$ cat src/sv/bed_pkg.sv
// shared types, character codes and helpers for the backslash escape decoder
package bed_pkg;

	localparam int OCT_DIGITS = 3;
	localparam int HEX_DIGITS = 2;

	localparam int QDEPTH = 4;
	localparam int QPTR_W = $clog2(QDEPTH);
	localparam int QCNT_W = $clog2(QDEPTH + 1);

	localparam logic [7:0] ESC_BYTE = 8'h1B;
	localparam logic [7:0] CASE_BIT = 8'h20;

	localparam logic [7:0] CH_DQUOTE = 8'h22;
	localparam logic [7:0] CH_SQUOTE = 8'h27;
	localparam logic [7:0] CH_BSLASH = 8'h5C;
	localparam logic [7:0] CH_PCT    = 8'h25;
	localparam logic [7:0] CH_ZERO   = 8'h30;
	localparam logic [7:0] CH_SEVEN  = 8'h37;
	localparam logic [7:0] CH_NINE   = 8'h39;
	localparam logic [7:0] CH_LA     = 8'h61;
	localparam logic [7:0] CH_LB     = 8'h62;
	localparam logic [7:0] CH_LC     = 8'h63;
	localparam logic [7:0] CH_LE     = 8'h65;
	localparam logic [7:0] CH_LF     = 8'h66;
	localparam logic [7:0] CH_LN     = 8'h6E;
	localparam logic [7:0] CH_LR     = 8'h72;
	localparam logic [7:0] CH_LT     = 8'h74;
	localparam logic [7:0] CH_LV     = 8'h76;
	localparam logic [7:0] CH_LX     = 8'h78;

	localparam logic [7:0] BEL_BYTE = 8'h07;
	localparam logic [7:0] BS_BYTE  = 8'h08;
	localparam logic [7:0] FF_BYTE  = 8'h0C;
	localparam logic [7:0] LF_BYTE  = 8'h0A;
	localparam logic [7:0] CR_BYTE  = 8'h0D;
	localparam logic [7:0] TAB_BYTE = 8'h09;
	localparam logic [7:0] VT_BYTE  = 8'h0B;

	typedef enum logic [2:0] {
		M_NORMAL = 3'd0,
		M_ESC    = 3'd1,
		M_OCT    = 3'd2,
		M_HEX    = 3'd3,
		M_PCT    = 3'd4,
		M_HALT   = 3'd5
	} mode_t;

	// one queue entry: the one or two result bytes of one item
	typedef struct packed {
		logic       two;
		logic       halt;
		logic [7:0] b0;
		logic [7:0] b1;
	} entry_t;

	typedef struct packed {
		logic       ok;
		logic [3:0] val;
	} digit_t;

	function automatic logic is_oct(input logic [7:0] c);
		return (c >= CH_ZERO) && (c <= CH_SEVEN);
	endfunction

	function automatic digit_t hex_digit(input logic [7:0] c);
		logic [7:0] lc;
		digit_t     d;
		lc = c | CASE_BIT;
		d.ok = 1'b0;
		d.val = 4'd0;
		if (c >= CH_ZERO && c <= CH_NINE) begin
			d.ok = 1'b1;
			d.val = c[3:0];
		end else if (lc >= CH_LA && lc <= CH_LF) begin
			d.ok = 1'b1;
			d.val = 4'(lc - CH_LA + 8'd10);
		end
		return d;
	endfunction

	// ordinary text byte that is not the start of an escape or directive
	function automatic logic plain_emits(input logic [7:0] c);
		return (c != CH_BSLASH) && (c != CH_PCT);
	endfunction

	function automatic mode_t plain_mode(input logic [7:0] c);
		if (c == CH_BSLASH)
			return M_ESC;
		else if (c == CH_PCT)
			return M_PCT;
		return M_NORMAL;
	endfunction

endpackage

$ cat src/sv/bed_front.sv
// front end: decoder state machine that turns each item into a queue entry
module bed_front (
	input  logic               clk,
	input  logic               arst_n,
	input  logic               accept,
	input  logic [7:0]         ch,
	input  logic               end_mark,
	output logic               push,
	output bed_pkg::entry_t    entry
);

	bed_pkg::mode_t mode_q, mode_d;
	logic [7:0] digit_value_q, digit_value_d;
	logic [1:0] digit_count_q, digit_count_d;
	logic [1:0] n_res;

	logic [7:0]       oct_val, hex_val;
	logic [1:0]       cnt_inc;
	bed_pkg::digit_t  hd;

	assign oct_val = {digit_value_q[4:0], ch[2:0]};
	assign hd      = bed_pkg::hex_digit(ch);
	assign hex_val = {digit_value_q[3:0], hd.val};
	assign cnt_inc = digit_count_q + 2'd1;

	// next state
	always_comb begin
		mode_d = mode_q;
		digit_value_d = digit_value_q;
		digit_count_d = digit_count_q;
		if (mode_q == bed_pkg::M_HALT) begin
			mode_d = bed_pkg::M_HALT;
		end else if (end_mark) begin
			mode_d = bed_pkg::M_NORMAL;
			digit_value_d = 8'd0;
			digit_count_d = 2'd0;
		end else begin
			unique case (mode_q)
				bed_pkg::M_ESC: begin
					if (ch == bed_pkg::CH_LC) begin
						mode_d = bed_pkg::M_HALT;
					end else if (ch == bed_pkg::CH_LX) begin
						mode_d = bed_pkg::M_HEX;
						digit_value_d = 8'd0;
						digit_count_d = 2'd0;
					end else if (bed_pkg::is_oct(ch)) begin
						digit_value_d = {5'd0, ch[2:0]};
						digit_count_d = 2'd1;
						mode_d = (bed_pkg::OCT_DIGITS <= 1) ? bed_pkg::M_NORMAL
							: bed_pkg::M_OCT;
					end else begin
						mode_d = bed_pkg::M_NORMAL;
					end
				end
				bed_pkg::M_OCT: begin
					if (bed_pkg::is_oct(ch)) begin
						digit_value_d = oct_val;
						digit_count_d = cnt_inc;
						if (int'(cnt_inc) >= bed_pkg::OCT_DIGITS)
							mode_d = bed_pkg::M_NORMAL;
					end else begin
						mode_d = bed_pkg::plain_mode(ch);
					end
				end
				bed_pkg::M_HEX: begin
					if (hd.ok) begin
						digit_value_d = hex_val;
						digit_count_d = cnt_inc;
						if (int'(cnt_inc) >= bed_pkg::HEX_DIGITS)
							mode_d = bed_pkg::M_NORMAL;
					end else begin
						mode_d = bed_pkg::plain_mode(ch);
					end
				end
				bed_pkg::M_PCT: begin
					if (ch == bed_pkg::CH_PCT)
						mode_d = bed_pkg::M_NORMAL;
					else
						mode_d = bed_pkg::plain_mode(ch);
				end
				default: begin
					mode_d = bed_pkg::plain_mode(ch);
				end
			endcase
		end
	end

	// result bytes of this item
	always_comb begin
		n_res = 2'd0;
		entry.b0 = ch;
		entry.b1 = ch;
		entry.halt = 1'b0;
		if (mode_q == bed_pkg::M_HALT) begin
			n_res = 2'd0;
		end else if (end_mark) begin
			unique case (mode_q)
				bed_pkg::M_ESC: begin
					n_res = 2'd1;
					entry.b0 = bed_pkg::CH_BSLASH;
				end
				bed_pkg::M_PCT: begin
					n_res = 2'd1;
					entry.b0 = bed_pkg::CH_PCT;
				end
				bed_pkg::M_OCT, bed_pkg::M_HEX: begin
					n_res = 2'd1;
					entry.b0 = digit_value_q;
				end
				default: n_res = 2'd0;
			endcase
		end else begin
			unique case (mode_q)
				bed_pkg::M_ESC: begin
					n_res = 2'd1;
					case (ch)
						bed_pkg::CH_DQUOTE, bed_pkg::CH_SQUOTE,
						bed_pkg::CH_BSLASH: entry.b0 = ch;
						bed_pkg::CH_LA: entry.b0 = bed_pkg::BEL_BYTE;
						bed_pkg::CH_LB: entry.b0 = bed_pkg::BS_BYTE;
						bed_pkg::CH_LE: entry.b0 = bed_pkg::ESC_BYTE;
						bed_pkg::CH_LF: entry.b0 = bed_pkg::FF_BYTE;
						bed_pkg::CH_LN: entry.b0 = bed_pkg::LF_BYTE;
						bed_pkg::CH_LR: entry.b0 = bed_pkg::CR_BYTE;
						bed_pkg::CH_LT: entry.b0 = bed_pkg::TAB_BYTE;
						bed_pkg::CH_LV: entry.b0 = bed_pkg::VT_BYTE;
						bed_pkg::CH_LC: begin
							entry.b0 = 8'd0;
							entry.halt = 1'b1;
						end
						bed_pkg::CH_LX: n_res = 2'd0;
						default: begin
							if (bed_pkg::is_oct(ch)) begin
								entry.b0 = {5'd0, ch[2:0]};
								n_res = (bed_pkg::OCT_DIGITS <= 1) ? 2'd1 : 2'd0;
							end else begin
								// unknown escape keeps its backslash
								n_res = 2'd2;
								entry.b0 = bed_pkg::CH_BSLASH;
							end
						end
					endcase
				end
				bed_pkg::M_OCT: begin
					if (bed_pkg::is_oct(ch)) begin
						entry.b0 = oct_val;
						n_res = (int'(cnt_inc) >= bed_pkg::OCT_DIGITS) ? 2'd1 : 2'd0;
					end else begin
						entry.b0 = digit_value_q;
						n_res = bed_pkg::plain_emits(ch) ? 2'd2 : 2'd1;
					end
				end
				bed_pkg::M_HEX: begin
					if (hd.ok) begin
						entry.b0 = hex_val;
						n_res = (int'(cnt_inc) >= bed_pkg::HEX_DIGITS) ? 2'd1 : 2'd0;
					end else begin
						entry.b0 = digit_value_q;
						n_res = bed_pkg::plain_emits(ch) ? 2'd2 : 2'd1;
					end
				end
				bed_pkg::M_PCT: begin
					entry.b0 = bed_pkg::CH_PCT;
					if (ch == bed_pkg::CH_PCT)
						n_res = 2'd1;
					else
						n_res = bed_pkg::plain_emits(ch) ? 2'd2 : 2'd1;
				end
				default: begin
					n_res = bed_pkg::plain_emits(ch) ? 2'd1 : 2'd0;
				end
			endcase
		end
		entry.two = n_res[1];
	end

	assign push = accept && (n_res != 2'd0);

	always_ff @(posedge clk or negedge arst_n) begin
		if (!arst_n) begin
			mode_q <= bed_pkg::M_NORMAL;
			digit_value_q <= 8'd0;
			digit_count_q <= 2'd0;
		end else if (accept) begin
			mode_q <= mode_d;
			digit_value_q <= digit_value_d;
			digit_count_q <= digit_count_d;
		end
	end

endmodule

$ cat src/sv/bed_queue.sv
// small queue of decoded entries between front and back
module bed_queue (
	input  logic            clk,
	input  logic            arst_n,
	input  logic            push,
	input  bed_pkg::entry_t wr_entry,
	input  logic            pop,
	output bed_pkg::entry_t head,
	output logic            empty,
	output logic            full
);

	bed_pkg::entry_t mem_q [bed_pkg::QDEPTH];
	logic [bed_pkg::QPTR_W-1:0] wr_ptr_q, rd_ptr_q;
	logic [bed_pkg::QCNT_W-1:0] count_q;

	assign empty = (count_q == '0);
	assign full  = (count_q == bed_pkg::QCNT_W'(bed_pkg::QDEPTH));
	assign head  = mem_q[rd_ptr_q];

	always_ff @(posedge clk) begin
		if (push)
			mem_q[wr_ptr_q] <= wr_entry;
	end

	always_ff @(posedge clk or negedge arst_n) begin
		if (!arst_n) begin
			wr_ptr_q <= '0;
			rd_ptr_q <= '0;
			count_q <= '0;
		end else begin
			if (push)
				wr_ptr_q <= wr_ptr_q + 1'b1;
			if (pop)
				rd_ptr_q <= rd_ptr_q + 1'b1;
			if (push && !pop)
				count_q <= count_q + 1'b1;
			else if (pop && !push)
				count_q <= count_q - 1'b1;
		end
	end

endmodule

$ cat src/sv/bed_back.sv
// back end: unpacks queue entries into single result items behind an output register
module bed_back (
	input  logic            clk,
	input  logic            arst_n,
	input  bed_pkg::entry_t head,
	input  logic            empty,
	output logic            pop,
	output logic            res_valid,
	input  logic            res_stall,
	output logic [7:0]      out_byte,
	output logic            last_of_run,
	output logic            halted
);

	logic       res_valid_q;
	logic [7:0] out_byte_q;
	logic       last_q, halted_q;
	logic       second_q;
	logic [7:0] b1_q;
	logic       load;

	// output slot can take a new item
	assign load = !res_valid_q || !res_stall;
	assign pop  = load && !second_q && !empty;

	always_ff @(posedge clk or negedge arst_n) begin
		if (!arst_n) begin
			res_valid_q <= 1'b0;
			second_q <= 1'b0;
		end else if (load) begin
			if (second_q) begin
				res_valid_q <= 1'b1;
				second_q <= 1'b0;
			end else begin
				res_valid_q <= !empty;
				second_q <= !empty && head.two;
			end
		end
	end

	always_ff @(posedge clk) begin
		if (load) begin
			if (second_q) begin
				out_byte_q <= b1_q;
				last_q <= 1'b1;
				halted_q <= 1'b0;
			end else begin
				out_byte_q <= head.b0;
				last_q <= !head.two;
				halted_q <= head.halt;
				b1_q <= head.b1;
			end
		end
	end

	assign res_valid   = res_valid_q;
	assign out_byte    = out_byte_q;
	assign last_of_run = last_q;
	assign halted      = halted_q;

	a_second_follows_first: assert property (@(posedge clk) disable iff (!arst_n)
		second_q |-> res_valid_q && !last_q)
		else $error("pending second byte without a first byte shown");

	a_halt_is_last: assert property (@(posedge clk) disable iff (!arst_n)
		res_valid_q && halted_q |-> last_q && !second_q)
		else $error("halt item is not the only item of its run");

	a_pop_nonempty: assert property (@(posedge clk) disable iff (!arst_n)
		pop |-> !empty && !second_q)
		else $error("queue popped while empty or mid entry");

endmodule

$ cat src/sv/backslash_escape_decoder_unit.sv
// top level of the backslash escape decoder
// The decoder takes one format-string byte per cycle while item_stall is low and gives decoded
// bytes one per cycle while res_stall is low, each run of results closed by last_of_run. The
// front end decodes an item in the cycle it is accepted and writes its one or two bytes as one
// entry into a four-entry queue; the back end unpacks entries into a registered output, so an
// item with two results (unknown escapes, digit or percent runs ended by a plain byte) gives
// two bytes in turn. item_stall rises only when the queue is full. Items that give no result do not
// touch the queue. After \c the halt result is given and every later item is accepted and
// dropped until reset.
module backslash_escape_decoder_unit (
	input  logic       clk,
	input  logic       arst_n,
	input  logic       item_valid,
	output logic       item_stall,
	input  logic [7:0] ch,
	input  logic       end_mark,
	output logic       res_valid,
	input  logic       res_stall,
	output logic [7:0] out_byte,
	output logic       last_of_run,
	output logic       halted
);

	logic            accept, push, pop, empty, full;
	bed_pkg::entry_t wr_entry, head;

	assign item_stall = full;
	assign accept = item_valid && !full;

	bed_front u_front (
		.clk      (clk),
		.arst_n   (arst_n),
		.accept   (accept),
		.ch       (ch),
		.end_mark (end_mark),
		.push     (push),
		.entry    (wr_entry)
	);

	bed_queue u_queue (
		.clk      (clk),
		.arst_n   (arst_n),
		.push     (push),
		.wr_entry (wr_entry),
		.pop      (pop),
		.head     (head),
		.empty    (empty),
		.full     (full)
	);

	bed_back u_back (
		.clk         (clk),
		.arst_n      (arst_n),
		.head        (head),
		.empty       (empty),
		.pop         (pop),
		.res_valid   (res_valid),
		.res_stall   (res_stall),
		.out_byte    (out_byte),
		.last_of_run (last_of_run),
		.halted      (halted)
	);

endmodule
$ cat config.mk
export PLATFORM = sky130hd
export DESIGN_NAME = backslash_escape_decoder_unit
export DESIGN_NICKNAME = d
export VERILOG_FILES = /design/src/sv/bed_pkg.sv /design/src/sv/bed_front.sv /design/src/sv/bed_queue.sv /design/src/sv/bed_back.sv /design/src/sv/backslash_escape_decoder_unit.sv
export SDC_FILE = /design/constraint.sdc
export NUM_CORES = 1
export LEC_CHECK = 0
export ABC_CLOCK_PERIOD_IN_PS = 4900
export BUFFER_PORTS_ARGS = -buffer_cell sky130_fd_sc_hd__buf_2
export CORE_AREA = 10 10 140 142
export DETAILED_ROUTE_END_ITERATION = 10
export DIE_AREA = 0 0 150 152
export GPL_TIMING_DRIVEN = 0
export SETUP_SLACK_MARGIN = 0.05
export SYNTH_ARGS = -nofsm -noshare
export SYNTH_HDL_FRONTEND = slang
export SYNTH_SLANG_ARGS = --single-unit
$ cat constraint.sdc
create_clock -name clk -period 4.9 [get_ports clk]
set_input_delay 0.49 -clock clk [delete_from_list [all_inputs] [get_ports clk]]
set_output_delay 0.49 -clock clk [all_outputs]
set_load 0.01 [all_outputs]
# Word-level counts from Yosys, hierarchy flattened
# Memories as Yosys holds them, arrays and structs flattened.
# Index checks and enable logic that the tools add are counted.
word_totals:
  regBits: 40
  ramBits: 72
  out_inout_bits: 12
  elab_cells: 170
  mem_count: 1
classes:
  n_addsub: 7
  magnitude_cmp: 7
  eq_ne: 28
  muxes: 81
  n_bitwise: 2
  n_reduce_logical: 32
memory_table:
  columns: ["memory", "words", "width", "read_ports", "rd_clocked_by_memory_dff", "write_ports", "line", "rtl"]
  rows:
  - ["u_queue.mem_q", 4, 18, 1, 0, 1, "bed_queue.sv:13", "bed_pkg::entry_t mem_q [bed_pkg::QDEPTH];"]
ops:
  columns: ["operator", "n"]
  rows:
  - ["$eq 8x7->1 const B", 11]
  - ["$pmux 8 s10", 1]
  - ["$mux 8", 8]
  - ["$mux 3", 18]
  - ["$pmux 8 s3", 2]
  - ["$pmux 8 s4", 1]
  - ["$mux 1", 29]
  - ["$mux 2", 14]
  - ["$eq 8x6->1 const B", 3]
  - ["$le 8x6->1 const B", 2]
  - ["$pmux 3 s4", 1]
  - ["$reduce_or 12->1", 1]
  - ["$logic_and 1x1->1", 11]
  - ["$mux 5", 2]
  - ["$eq 3x3->1 const B", 3]
  - ["$mux 9", 1]
  - ["$ge 8x6->1 const B", 1]
  - ["$ge 8x7->1 const B", 1]
  - ["$le 8x7->1 const B", 1]
  - ["$logic_not 1->1", 8]
  - ["$ne 8x6->1 const B", 1]
  - ["$ne 8x7->1 const B", 1]
  - ["$pmux 2 s4", 1]
  - ["$reduce_or 4->1", 2]
  - ["other kinds (26)", 33]

# Depth between registers and ports, before layout
depth:
  ltp_word: 14
  depth_mapped: 16
  ltp_nobuf: 15

# Cells and area by module
# Synthesis repeated with hierarchy kept, for this count alone.
unflattened:
  cells_unflattened: 484
  area_unflattened_um2: 5948.2
modules_own_cells:
  columns: ["module", "n_inst", "cells_per_inst", "area_each_um2", "seq_area_each_um2"]
  rows:
  - ["bed_queue", 1, 128, 2992.9, 2337.2]
  - ["bed_front", 1, 317, 2175.8, 325.3]
  - ["bed_back", 1, 38, 765.7, 590.6]
  - ["backslash_escape_decoder_unit", 1, 1, 13.8, 0.0]

# Worst setup path before layout
# Ideal clock, no wire load.
synth_timing:
  path_type: "in2reg"
  from: "in ch[0]"
  to: "mem u_queue.mem_q[0][0] (netlist name) (enable)"
  arrival_time_ns: 3.095
  path_slack_ns: 1.413
  cell_stages: 10
  cell_sequence: "clkbuf_1 -> inv_1 -> ha_1 -> nand2_1 -> nor4_2 -> or3_1 -> or3_4 -> o211ai_4 -> a22oi_4 -> nor2_1"
synth_lines:
  columns: ["item", "line", "rtl"]
  rows:
  - ["start, declared", "backslash_escape_decoder_unit.sv:15", "input logic [7:0] ch,"]
  - ["end, declared", "bed_queue.sv:13", null]

==> run_results.csv <==
group,metric,value,unit
outcome,status,"completed",
cts,ctsLongestPathBuffers,2,
sta,finalCritPeriodShare,0.8117,
cts,clock-sinks,112,
critical_path,slowest_stage,"nor4_2",
cells_and_area,fillers,1642,
global_route,grt_overflow,0,
yosys,avgSynthCellArea,12.74,µm²
sta,drv_slew,0,
cells_and_area,nets,515,
cells_and_area,final_cell_mix,"edfxtp_1 (90), nand2_1 (46), buf_2 (32)",
yosys,synthesis.area,5769,µm²
flow_run,cap_violations,0,
yosys,async_flop_share,0.1964,
critical_path,reg2reg_depth,12,
cells_and_area,area_growth,13.47,%
die,dieHeight,152,µm
cts,ctsResizeCount,0,
route,routedWlPerCell,20.50,µm
die,fp.dieArea,22800,µm²
critical_path,r2r-end,"u_queue.count_q[1]",
cts,clock_latency,0.35,ns
yosys,postSynthCellCount,453,
cells_and_area,multi_input_area,2305,µm²
route,routed_wl,14780,µm
sta,max_freq,0.2514,GHz
power_and_ir_drop,powerDensity,380.9,nW/µm²
yosys,yosysSeqAreaShare,0.5639,
critical_path,path_max_fanout,10,
critical_path,path_cells,"buf_2 -> clkbuf_1 -> inv_1 -> ha_1 -> nand2_1 -> nor4_2 -> nor3_1 -> nand2_1 -> o211ai_4 -> a22oi_4 -> inv_1 -> ha_1 -> inv_1 -> fa_1 -> mux2_2",
critical_path,cp.arrival,4.21,ns
placed_design,portBuffers,23,
route,drcViolationCount,0,
critical_path,startpoint_type,"input port",
sta,final-setup-viol-count,0,
worst_hold_path,hp-class,"input port to async pin",
route,drtIter0Drc,429,
die,initial_core_util,0.3406,
route,num_vias,4027,
cts,cts-root-buf,"clkbuf_16",
sta,worstMarginPinSlew,1.177,ns
die,die_w,150,µm
global_route,track_usage,0.1302,
cts,cts_tree,"built",
critical_path,critPathMaxStageDelay,0.74,ns
cells_and_area,final_cells,721,
cells_and_area,seqCellArea,3253,µm²
cells_and_area,antennaDiodeCount,0,
sta,hold_viol,0,
yosys,synth_nets,477,
global_route,grt_pass1_wl,23070,µm
route,vias_per_cell,5.585,
power_and_ir_drop,ir_drop,238.3,µV
yosys,ys_ff_latch,112,
cts,cts_setup_buffers,0,
sta,totalNegativeSetupSlack,0,ns
cts,path_clk_slew,0.08,ns
route,drtAntennaViolNets,0,
die,core-area,16940,µm²
critical_path,rr_startpoint,"u_front.mode_q[0]",
cts,cts_max_level,3,
cells_and_area,fin_util,0.3865,
global_route,antenna_found_initial,0,
cells_and_area,drive_gt1_frac,0.2117,
power_and_ir_drop,p_leak,2.248,nW
cells_and_area,final_common_cell,"edfxtp_1",
sta,min_period,3.977,ns
yosys,synth_edf_count,90,
die,io_pins,25,
cts,cts_made_buffers,9,
sta,relSlewSlack,0.2079,
critical_path,worstSetupEndpointType,"flop",
critical_path,cpMostUsedCell,"inv_1",
route,drtPass1Iterations,5,
critical_path,r2r_slack,1.43,ns
sta,grt_setup_unrepaired,"false",
critical_path,path_class,"input port to flop",
placed_design,dp.cells,705,
placed_design,dp_hpwl,10830,µm
critical_path,worstPathRequired,5.14,ns
cts,hold_buffers,0,
global_route,grt_pass1_vias,3992,
global_route,grt_max_degree,23,
sta,final.setup_skew,0.01139,ns
die,rows,48,
yosys,yosysWarnings,0,
yosys,ys_types,77,
placed_design,gp_congestion,0.9818,
yosys,ys.flop_type,"edfxtp_1",
## report_power, final
group | switching (mW) | internal [mW] | leakage, nW
sequential | 0.0410 | 1.15 | 1.10
clock | 0.347 | 0.409 | 0.151
combinational | 0.284 | 0.267 | 0.995
## worst max-delay path by stage
stage                                     end  cells past startpoint   from
after floorplan           u_queue.mem_q[0][0]                     10  ch[0]
after detailed placement   u_queue.count_q[1]                     15  ch[0]
final                      u_queue.count_q[1]                     15  ch[0]
after global routing       u_queue.count_q[1]                     15  ch[0]
after CTS                  u_queue.count_q[1]                     15  ch[0]
after global placement    u_queue.mem_q[0][7]                     11  ch[0]
## Yosys cell counts (5+ instances only)
master / instances / share of area
o21ai_0: 11 / 0.0095
inv_1: 21 / 0.014
mux2_2: 10 / 0.020
a21oi_1: 24 / 0.021
edfxtp_1: 90 / 0.47
o21ai_1: 6 / 0.0052
buf_2: 9 / 0.0078
ha_1: 10 / 0.022
nor2_1: 29 / 0.019
nand2_1: 46 / 0.030
o22ai_1: 11 / 0.012
mux4_2: 18 / 0.070
nor2b_1: 6 / 0.0065
xnor2_1: 5 / 0.0076
nor3_1: 7 / 0.0061
nand2b_1: 5 / 0.0054
a22oi_1: 7 / 0.0091
clkbuf_1: 12 / 0.0078
dfrtp_1: 22 / 0.095
nor4_1: 5 / 0.0054
## flip-flops by register name (all words and copies together), names as in the netlist
signal and cells:
u_back.out_byte 8, u_queue.count_q 3, u_front.digit_count_q 2, u_front.mode_q 3, u_queue.mem_q 72, u_queue.wr_ptr_q 2
u_back.second_q 1, u_front.digit_value_q 8, u_back.halted 1, u_back.b1_q 8, u_back.res_valid 1, u_queue.rd_ptr_q 2
u_back.last_of_run 1
## critical path, delay by kind of cell
family	cells	cell delay, ns
AND/OR/NAND/NOR	4	1.31
adder cells (fa/ha/maj)	3	0.90
buffers and inverters	5	0.73
AO/OA/AOI/OAI	2	0.51
multiplexers	1	0.27
## logic make-up (layout without fill, tap and decap cells)
logic type,after synthesis,in the layout,share of synthesized area
compound gates,115,115,0.1460
xor+xnor,7,7,0.01063
fa+ha+maj,11,11,0.02516
buf+inv,50,93,0.03839
flops,112,112,0.5639
mux,31,31,0.09586
simple gates,127,127,0.1201
## final cells by class
type	count	area share
multi-input combinational	291	0.3521
inverter	23	0.01319
buffer	27	0.02064
sequential	112	0.4969
clock buffer	10	0.03498
clock inverter	6	0.01242
timing repair buffer	27	0.02676
tap	225	0.04300
## routing by layer
layer	global-route usage	routed length, µm
met3	0.03000	904
met5	0	0
met4	0.04352	360
met1	0.1640	6294
met2	0.2146	7225
## stage by stage
stage	power, mW	area (µm²)	worst slack (ns)	hold WS, ns
floorplan	1.602	5769	1.413	0.1944
global placement	1.759	6166	0.1768	0.4725
detailed placement	1.778	6236	0.5973	0.4922
CTS	2.527	6546	0.9619	0.1302
global route	2.619	6546	0.7294	0.1551
finish	2.493	6546	0.9227	0.1172
Note: power is estimated with default switching activity, not from simulation.
